`src/hdl/i2cms_pkg.sv`:
```
package i2cms_pkg;

  localparam logic [2:0] FUNC_START = 3'd0;
  localparam logic [2:0] FUNC_STOP  = 3'd1;
  localparam logic [2:0] FUNC_SEND  = 3'd2;
  localparam logic [2:0] FUNC_WACK  = 3'd3;
  localparam logic [2:0] FUNC_READ  = 3'd4;

  localparam logic       CFG_BIT_DELAY   = 1'b0;
  localparam logic       CFG_ACK_TIMEOUT = 1'b1;

  localparam logic [15:0] BIT_DELAY_RST   = 16'd120;
  localparam logic [7:0]  ACK_TIMEOUT_RST = 8'd250;

  typedef enum logic [4:0] {
    ST_IDLE,
    ST_START0, ST_START1, ST_START2,
    ST_STOP0, ST_STOP1, ST_STOP2,
    ST_TX0, ST_TX1, ST_TX2,
    ST_ACK0, ST_ACK1,
    ST_ASTOP0, ST_ASTOP1, ST_ASTOP2, ST_ALAST,
    ST_RX0, ST_RX1,
    ST_RACK0, ST_RACK1, ST_RACK2, ST_RACK3
  } state_t;

  // One request per phase from the controller to the datapath.
  typedef struct packed {
    logic load;        // latch the accepted command's operands
    logic start;       // begin a phase
    logic set_scl;
    logic scl_val;
    logic set_sda;
    logic sda_val;
    logic sda_from_tx; // drive SDA from tx shift MSB
    logic shift_tx;
    logic sample_rx;
    logic count_bit;
    logic last;
    logic show_rx;
    logic show_noack;
  } seq_cmd_t;

  typedef struct packed {
    logic busy;
    logic last_bit;
    logic send_ack;
    logic timeout;
  } seq_stat_t;

endpackage

```
`src/hdl/i2cms_ctrl.sv`:
```
module i2cms_ctrl (
  input  logic                clk,
  input  logic                rst,
  input  logic                s_tvalid,
  output logic                s_tready,
  input  logic [2:0]          func,
  input  i2cms_pkg::seq_stat_t stat,
  output i2cms_pkg::seq_cmd_t  cmd
);
  import i2cms_pkg::*;

  state_t state, state_next;

  always_ff @(posedge clk) begin
    if (rst) begin
      state <= ST_IDLE;
    end else begin
      state <= state_next;
    end
  end

  always_comb begin
    cmd        = '0;
    state_next = state;
    s_tready   = (state == ST_IDLE) && !stat.busy;
    if (state != ST_IDLE && !stat.busy) begin
      cmd.start = 1'b1;
    end
    case (state)
      ST_IDLE: begin
        if (s_tvalid && s_tready) begin
          cmd.load = 1'b1;
          case (func)
            FUNC_START: state_next = ST_START0;
            FUNC_STOP:  state_next = ST_STOP0;
            FUNC_SEND:  state_next = ST_TX0;
            FUNC_WACK:  state_next = ST_ACK0;
            FUNC_READ:  state_next = ST_RX0;
            default:    state_next = ST_IDLE;
          endcase
        end
      end
      ST_START0: begin
        cmd.set_scl = 1'b1; cmd.scl_val = 1'b1;
        cmd.set_sda = 1'b1; cmd.sda_val = 1'b1;
        if (!stat.busy) state_next = ST_START1;
      end
      ST_START1: begin
        cmd.set_sda = 1'b1;
        if (!stat.busy) state_next = ST_START2;
      end
      ST_START2: begin
        cmd.set_scl = 1'b1; cmd.last = 1'b1;
        if (!stat.busy) state_next = ST_IDLE;
      end
      ST_STOP0, ST_ASTOP0: begin
        cmd.set_sda = 1'b1;
        if (!stat.busy) state_next = (state == ST_STOP0) ? ST_STOP1 : ST_ASTOP1;
      end
      ST_STOP1, ST_ASTOP1: begin
        cmd.set_scl = 1'b1; cmd.scl_val = 1'b1;
        if (!stat.busy) state_next = (state == ST_STOP1) ? ST_STOP2 : ST_ASTOP2;
      end
      ST_STOP2: begin
        cmd.set_sda = 1'b1; cmd.sda_val = 1'b1; cmd.last = 1'b1;
        if (!stat.busy) state_next = ST_IDLE;
      end
      ST_ASTOP2: begin
        cmd.set_sda = 1'b1; cmd.sda_val = 1'b1;
        if (!stat.busy) state_next = ST_ALAST;
      end
      ST_TX0: begin
        cmd.sda_from_tx = 1'b1;
        if (!stat.busy) state_next = ST_TX1;
      end
      ST_TX1: begin
        cmd.set_scl = 1'b1; cmd.scl_val = 1'b1;
        if (!stat.busy) state_next = ST_TX2;
      end
      ST_TX2: begin
        // release SDA after the last bit
        cmd.set_scl   = 1'b1;
        cmd.set_sda   = stat.last_bit; cmd.sda_val = 1'b1;
        cmd.shift_tx  = 1'b1;
        cmd.count_bit = 1'b1;
        cmd.last      = stat.last_bit;
        if (!stat.busy) state_next = stat.last_bit ? ST_IDLE : ST_TX0;
      end
      ST_ACK0: begin
        cmd.set_sda = 1'b1; cmd.sda_val = 1'b1;
        if (!stat.busy) state_next = ST_ACK1;
      end
      ST_ACK1: begin
        cmd.set_scl = 1'b1; cmd.scl_val = 1'b1;
        if (!stat.busy) state_next = stat.timeout ? ST_ASTOP0 : ST_ALAST;
      end
      ST_ALAST: begin
        cmd.set_scl = 1'b1; cmd.last = 1'b1; cmd.show_noack = 1'b1;
        if (!stat.busy) state_next = ST_IDLE;
      end
      ST_RX0: begin
        cmd.set_scl = 1'b1; cmd.scl_val = 1'b1;
        if (!stat.busy) state_next = ST_RX1;
      end
      ST_RX1: begin
        cmd.set_scl   = 1'b1;
        cmd.sample_rx = 1'b1;
        cmd.count_bit = 1'b1;
        if (!stat.busy) state_next = stat.last_bit ? ST_RACK0 : ST_RX0;
      end
      ST_RACK0: begin
        cmd.set_sda = 1'b1; cmd.sda_val = !stat.send_ack;
        if (!stat.busy) state_next = ST_RACK1;
      end
      ST_RACK1: begin
        cmd.set_scl = 1'b1; cmd.scl_val = 1'b1;
        if (!stat.busy) state_next = ST_RACK2;
      end
      ST_RACK2: begin
        cmd.set_scl = 1'b1;
        cmd.last    = !stat.send_ack;
        cmd.show_rx = !stat.send_ack;
        if (!stat.busy) state_next = stat.send_ack ? ST_RACK3 : ST_IDLE;
      end
      ST_RACK3: begin
        cmd.set_sda = 1'b1; cmd.sda_val = 1'b1;
        cmd.last    = 1'b1; cmd.show_rx = 1'b1;
        if (!stat.busy) state_next = ST_IDLE;
      end
      default: begin
        state_next = ST_IDLE;
      end
    endcase
  end

endmodule

```
`src/hdl/i2cms_datapath.sv`:
```
module i2cms_datapath (
  input  logic                clk,
  input  logic                rst,
  input  logic                cfg_we,
  input  logic                cfg_index,
  input  logic [15:0]         cfg_data,
  input  logic [7:0]          tx_byte,
  input  logic                send_ack,
  input  logic [7:0]          sda_bits,
  input  logic [7:0]          ack_wait,
  input  i2cms_pkg::seq_cmd_t  cmd,
  output i2cms_pkg::seq_stat_t stat,
  output logic                m_tvalid,
  input  logic                m_tready,
  output logic [15:0]         m_tdata,
  output logic                m_tlast
);
  import i2cms_pkg::*;

  logic [15:0] bit_delay;
  logic [7:0]  ack_timeout;
  logic        scl_drive;
  logic        sda_drive;
  logic [7:0]  tx_sr;
  logic [7:0]  dev_sr;
  logic [7:0]  rx_sr;
  logic [2:0]  bit_cnt;
  logic        ack_flag;
  logic        timeout;
  logic [15:0] dly_cnt;
  logic        counting;
  logic        ph_last;
  logic        ph_rx;
  logic        ph_noack;
  logic        out_scl;
  logic        out_sda;
  logic [7:0]  out_rx;
  logic        out_noack;

  assign stat.busy     = counting || m_tvalid;
  assign stat.last_bit = (bit_cnt == 3'd7);
  assign stat.send_ack = ack_flag;
  assign stat.timeout  = timeout;

  always_ff @(posedge clk) begin
    if (rst) begin
      bit_delay   <= BIT_DELAY_RST;
      ack_timeout <= ACK_TIMEOUT_RST;
    end else if (cfg_we) begin
      case (cfg_index)
        CFG_BIT_DELAY:   bit_delay   <= cfg_data;
        CFG_ACK_TIMEOUT: ack_timeout <= cfg_data[7:0];
        default: ;
      endcase
    end
  end

  always_ff @(posedge clk) begin
    if (rst) begin
      scl_drive <= 1'b1;
      sda_drive <= 1'b1;
      counting  <= 1'b0;
      m_tvalid  <= 1'b0;
    end else begin
      if (cmd.start) begin
        if (cmd.set_scl) scl_drive <= cmd.scl_val;
        if (cmd.sda_from_tx) begin
          sda_drive <= tx_sr[7];
        end else if (cmd.set_sda) begin
          sda_drive <= cmd.sda_val;
        end
        counting <= 1'b1;
      end else if (counting && dly_cnt == 16'd0) begin
        counting <= 1'b0;
        m_tvalid <= 1'b1;
      end
      if (m_tvalid && m_tready) begin
        m_tvalid <= 1'b0;
      end
    end
  end

  always_ff @(posedge clk) begin
    if (cmd.load) begin
      tx_sr    <= tx_byte;
      dev_sr   <= sda_bits;
      rx_sr    <= 8'd0;
      bit_cnt  <= 3'd0;
      ack_flag <= send_ack;
      timeout  <= (ack_wait > ack_timeout);
    end
    if (cmd.start) begin
      if (cmd.shift_tx) tx_sr <= {tx_sr[6:0], 1'b0};
      if (cmd.sample_rx) begin
        // open drain: device bit wired-AND with our own drive
        rx_sr  <= {rx_sr[6:0], dev_sr[7] & sda_drive};
        dev_sr <= {dev_sr[6:0], 1'b0};
      end
      if (cmd.count_bit) bit_cnt <= bit_cnt + 3'd1;
      dly_cnt  <= bit_delay - 16'd1;
      ph_last  <= cmd.last;
      ph_rx    <= cmd.show_rx;
      ph_noack <= cmd.show_noack;
    end else if (counting) begin
      dly_cnt <= dly_cnt - 16'd1;
    end
    if (counting && dly_cnt == 16'd0) begin
      out_scl   <= scl_drive;
      out_sda   <= sda_drive;
      out_rx    <= ph_rx ? rx_sr : 8'd0;
      out_noack <= ph_noack & timeout;
      m_tlast   <= ph_last;
    end
  end

  assign m_tdata = {5'd0, out_noack, out_rx, out_sda, out_scl};

  a_start_idle: assert property (@(posedge clk) disable iff (rst)
    cmd.start |-> !counting && !m_tvalid)
    else $error("phase started while previous phase in flight");

  a_load_idle: assert property (@(posedge clk) disable iff (rst)
    cmd.load |-> !cmd.start && !stat.busy)
    else $error("command loaded while a phase is busy");

  a_start_counts: assert property (@(posedge clk) disable iff (rst)
    cmd.start |=> counting && !m_tvalid)
    else $error("phase start did not begin hold count");

  a_exclusive: assert property (@(posedge clk) disable iff (rst)
    !(counting && m_tvalid))
    else $error("hold count and output request overlap");

endmodule

```
`src/hdl/i2c_master_bit_sequencer.sv`:
```
// I2C master bit sequencer. Each request on the s_ side is one command
// (start, stop, send byte, wait ack, read byte; other codes are dropped with no
// output) and expands into a run of bus phases, each delivered as one request
// on the m_ side with tlast on the final phase. A phase is held by the datapath
// hold counter, loaded from bit_delay, before it is offered. Start and stop run
// 3 phases, wait ack 3 (6 on timeout, with no_ack set), read byte 19 or 20,
// send byte 24. One command is in work at a time; the next is taken once the
// last phase has been delivered. Configuration: index 0 bit_delay (reset 120),
// index 1 ack_timeout (reset 250, 255 never times out).
module i2c_master_bit_sequencer (
  input  logic        clk,
  input  logic        rst,
  input  logic        cfg_we,
  input  logic        cfg_index,
  input  logic [15:0] cfg_data,
  input  logic        s_tvalid,
  output logic        s_tready,
  input  logic [31:0] s_tdata,   // func[2:0] tx_byte[10:3] send_ack[11]
                                 // sda_bits[19:12] ack_wait[27:20]
  output logic        m_tvalid,
  input  logic        m_tready,
  output logic [15:0] m_tdata,   // scl_level[0] sda_level[1] rx_byte[9:2]
                                 // no_ack[10]
  output logic        m_tlast    // last_phase
);
  import i2cms_pkg::*;

  seq_cmd_t  cmd;
  seq_stat_t stat;

  i2cms_ctrl u_ctrl (
    .clk      (clk),
    .rst      (rst),
    .s_tvalid (s_tvalid),
    .s_tready (s_tready),
    .func     (s_tdata[2:0]),
    .stat     (stat),
    .cmd      (cmd)
  );

  i2cms_datapath u_dp (
    .clk       (clk),
    .rst       (rst),
    .cfg_we    (cfg_we),
    .cfg_index (cfg_index),
    .cfg_data  (cfg_data),
    .tx_byte   (s_tdata[10:3]),
    .send_ack  (s_tdata[11]),
    .sda_bits  (s_tdata[19:12]),
    .ack_wait  (s_tdata[27:20]),
    .cmd       (cmd),
    .stat      (stat),
    .m_tvalid  (m_tvalid),
    .m_tready  (m_tready),
    .m_tdata   (m_tdata),
    .m_tlast   (m_tlast)
  );

endmodule
```
`config.mk`:
```
export PLATFORM = sky130hd
export DESIGN_NAME = i2c_master_bit_sequencer
export DESIGN_NICKNAME = d
export VERILOG_FILES = /design/src/hdl/i2cms_pkg.sv /design/src/hdl/i2cms_ctrl.sv /design/src/hdl/i2cms_datapath.sv /design/src/hdl/i2c_master_bit_sequencer.sv
export SDC_FILE = /design/constraint.sdc
export NUM_CORES = 1
export LEC_CHECK = 0
export BUFFER_PORTS_ARGS = -buffer_cell sky130_fd_sc_hd__buf_2
export CAP_MARGIN = 20
export CELL_PAD_IN_SITES_DETAIL_PLACEMENT = 1
export CELL_PAD_IN_SITES_GLOBAL_PLACEMENT = 1
export CORE_UTILIZATION = 45
export DETAILED_ROUTE_END_ITERATION = 7
export GPL_TIMING_DRIVEN = 0
export PLACE_DENSITY_LB_ADDON = 0.1
export SETUP_SLACK_MARGIN = 0.05
export SLEW_MARGIN = 20
export SYNTH_ARGS = -nofsm -noshare
export SYNTH_HDL_FRONTEND = slang
export SYNTH_SLANG_ARGS = --single-unit
```
`constraint.sdc`:
```
create_clock -name clk -period 4.47 [get_ports clk]
set_input_delay 0.2235 -clock clk [delete_from_list [all_inputs] [get_ports clk]]
set_output_delay 0.2235 -clock clk [all_outputs]
set_load 0.005 [all_outputs]
```
==> run metrics <==
average size of a mapped cell 8.933 um^2; average vias per placed instance 5.379; total congestion overflow 0; Least-Margin Pin Slew 0.8309 ns; worst vdd ir 0.3646 mV; Pre-antenna DRT Iters 4; CTS HTree Levels 3; Worst EP required 4.59 ns; Final nets 682; Longest Clk Path Bufs 2; layout cells sized above 1 0.1640; clk_skew 0.01568 ns; fin crit period 3.526 ns; Post-synth EDFFs 33; cells after synthesis 538; Die ar. 11100 um^2; CTS tree yes; Synth async-reset ratio 0; # clock sinks 93; vias in the first global route 4140; core box area 10320 um^2; Pwr Density 597.4 nW/um^2; TNS Setup 0 ns; initial antenna violation count 0; Distinct cells, synth 54; Main synth FF type dfxtp_1; clk_lat worst skew 0.37 ns; I/O pins 73; CTS resizes 0; fin util 0.5350; Port Buf Inserts 62; via count 4077; Mapped Area 4806 um^2; R2R Setup Slk 0.94 ns; status finished, final reports clean; sequential share of the synthesized area 0.4561; total routed wirelength 12.31 mm; Final Hold Fails 0; ANT nets after route 0; post-placement setup slack 0.9837 ns; leak pwr 2.189 nW; largest net degree at the start of global routing 18; postcts setup bufs 0; Rel. slew slack 0.4461; first-pass GRT wire length 20.91 mm; Initial Util 0.4655; RSZ-0062 raised after global routing no; synth warn 0; Worst Path Max Fanout 10; FILL cells 1255; dpl hpwl 9.315 mm; drt wl/cell 16.24 um; Chip Width 105.3 um; Ant. Diodes 0; clk slew on worst S/H paths 0.10 ns; Max Cap Viol 0; DIE HEIGHT 105.3 um; worst hold path class input port to register; Hold Slack 0.02252 ns; max-slew violation count 0; setup violators final 0; number of hold buffers added after cts 0; Rows 37; Synth Register Bits 93; clk root buf clkbuf_8; Max Fclk 0.2836 GHz; CP Class register to register; fin crit share 0.7887; RePlAce Congestion 0.9159; # DRC 0; gr usage total 0.2378; CTS buffer count 9; Worst Setup End Kind register; Worst setup SP type register; Critical Path AT 3.64 ns; area added between synthesis and finish 14.92%; Worst Slack Setup Final 0.9443 ns; initial DRC count 124
==> cell type report <==
cell class              count  area (um^2)  share of cell area
plain buffers              38        196.4             0.03557
clock buffers               9        123.9             0.02243
clock inverters             7        78.83             0.01427
inverters                  20        78.83             0.01427
multi-input cells         391         2360              0.4273
flip-flops and latches     93         2192              0.3969
well taps                 136        170.2             0.03081
repair buffers             64        322.8             0.05845
==> cells in the mapped netlist (all sizes together), types with 2 or more instances <==
cell type	instances	area, um^2
ha	11	137.6
nor2b	8	50.05
o22ai	2	12.51
a32oi	2	17.52
xor2	6	52.55
nand2	80	300.3
nor3	25	125.1
or3	3	18.77
nand2b	7	43.79
inv	19	73.82
nand3	16	80.08
o21ai	46	241.5
a211o	6	52.55
nand4	4	25.02
o31a	2	17.52
and3	10	62.56
dfxtp	60	1201
xnor2	17	148.9
or4	2	18.77
a211oi	4	30.03
nor4	5	31.28
buf	12	98.84
o21a	4	30.03
clkbuf	26	97.59
or2	4	25.02
edfxtp	33	991.0
nor2	27	101.4
nor3b	2	15.01
a21o	5	37.54
mux2i	28	280.3
nand3b	5	37.54
and2	9	56.30
a311oi	2	17.52
a21oi	31	155.2
==> path summary, 6_finish.rpt <==
path,startpoint,end,depth (start not counted)
setup / recovery,u_ctrl.state[2],u_dp.dly_cnt[14],11
hold / removal,s_tdata[11],u_dp.ack_flag,1
setup reg to reg,u_ctrl.state[2],u_dp.dly_cnt[14],11
hold reg to reg,u_dp.ph_last,u_dp.m_tlast,0
==> flip-flops by register name (all words and copies together) (netlist names), 3 cells and up <==
| register | flops |
|---|---|
| u_dp.bit_delay | 16 |
| u_dp.dly_cnt | 16 |
| u_dp.ack_timeout | 8 |
| u_dp.dev_sr | 8 |
| u_dp.out_rx | 8 |
| u_dp.rx_sr | 8 |
| u_dp.tx_sr | 8 |
| u_ctrl.state | 5 |
| u_dp.bit_cnt | 3 |
==> worst max-delay path, stage by stage (launching register included) <==
cell and delay, ns:
dfxtp_1 0.32, buf_6 0.13, or4_4 0.51, buf_6 0.16
o21ai_4 0.34, buf_2 0.36, mux2i_1 0.30, ha_1 0.34
nand3_1 0.17, mux2i_1 0.36, o21a_1 0.18, o21ai_0 0.08
==> per-stage QoR <==
| step | cell area (um^2) | power [mW] | cells |
|---|---|---|---|
| after floorplan | 4821 | 2.327 | 542 |
| after global placement | 5301 | 2.657 | 740 |
| after detailed placement | 5320 | 2.716 | 742 |
| after CTS | 5523 | 3.314 | 758 |
| after global routing | 5523 | 3.531 | 758 |
| final | 5523 | 3.299 | 758 |
==> layer usage <==
metal / vias to the layer above / track usage / routed length, um
li1: 2037 / - / -
met1: 1944 / 0.3166 / 5783
met2: 81 / 0.3896 / 5900
met3: 15 / 0.03216 / 390
met4: 0 / 0.09557 / 238
met5: - / 0 / 0
==> report_power, final <==
group	leakage (nW)	switching [mW]	internal [mW]
sequential	0.814	0.168	1.19
clock	0.105	0.323	0.267
combinational	1.27	0.832	0.521
==> cells by family after synthesis <==
group / share of synthesized area
simple gates: 0.2117
fa+ha+maj: 0.02864
other cells: 0.0007803
mux: 0.06066
xor+xnor: 0.04192
buf+inv: 0.05727
flops: 0.4561
compound gates: 0.1429
==> layout by cell type (no fill, tap or decap), drive strengths merged, types with 3 or more instances in the layout <==
cell | netlist | final
nand3b | 5 | 5
dfxtp | 60 | 60
a211oi | 4 | 4
mux2i | 28 | 28
o21a | 4 | 4
nor3 | 25 | 25
a211o | 6 | 6
a21o | 5 | 5
and2 | 9 | 9
xnor2 | 17 | 17
inv | 19 | 23
conb | 1 | 5
nand3 | 16 | 16
and3 | 10 | 10
nor2 | 27 | 27
nor4 | 5 | 5
nand4 | 4 | 4
nand2 | 80 | 80
clkinv | 1 | 3
a21oi | 31 | 31
nand2b | 7 | 7
buf | 12 | 76
nor2b | 8 | 8
xor2 | 6 | 6
edfxtp | 33 | 33
or3 | 3 | 3
o21ai | 46 | 46
clkbuf | 26 | 35
or2 | 4 | 4
ha | 11 | 11
Power figures use the tool's default switching activity.
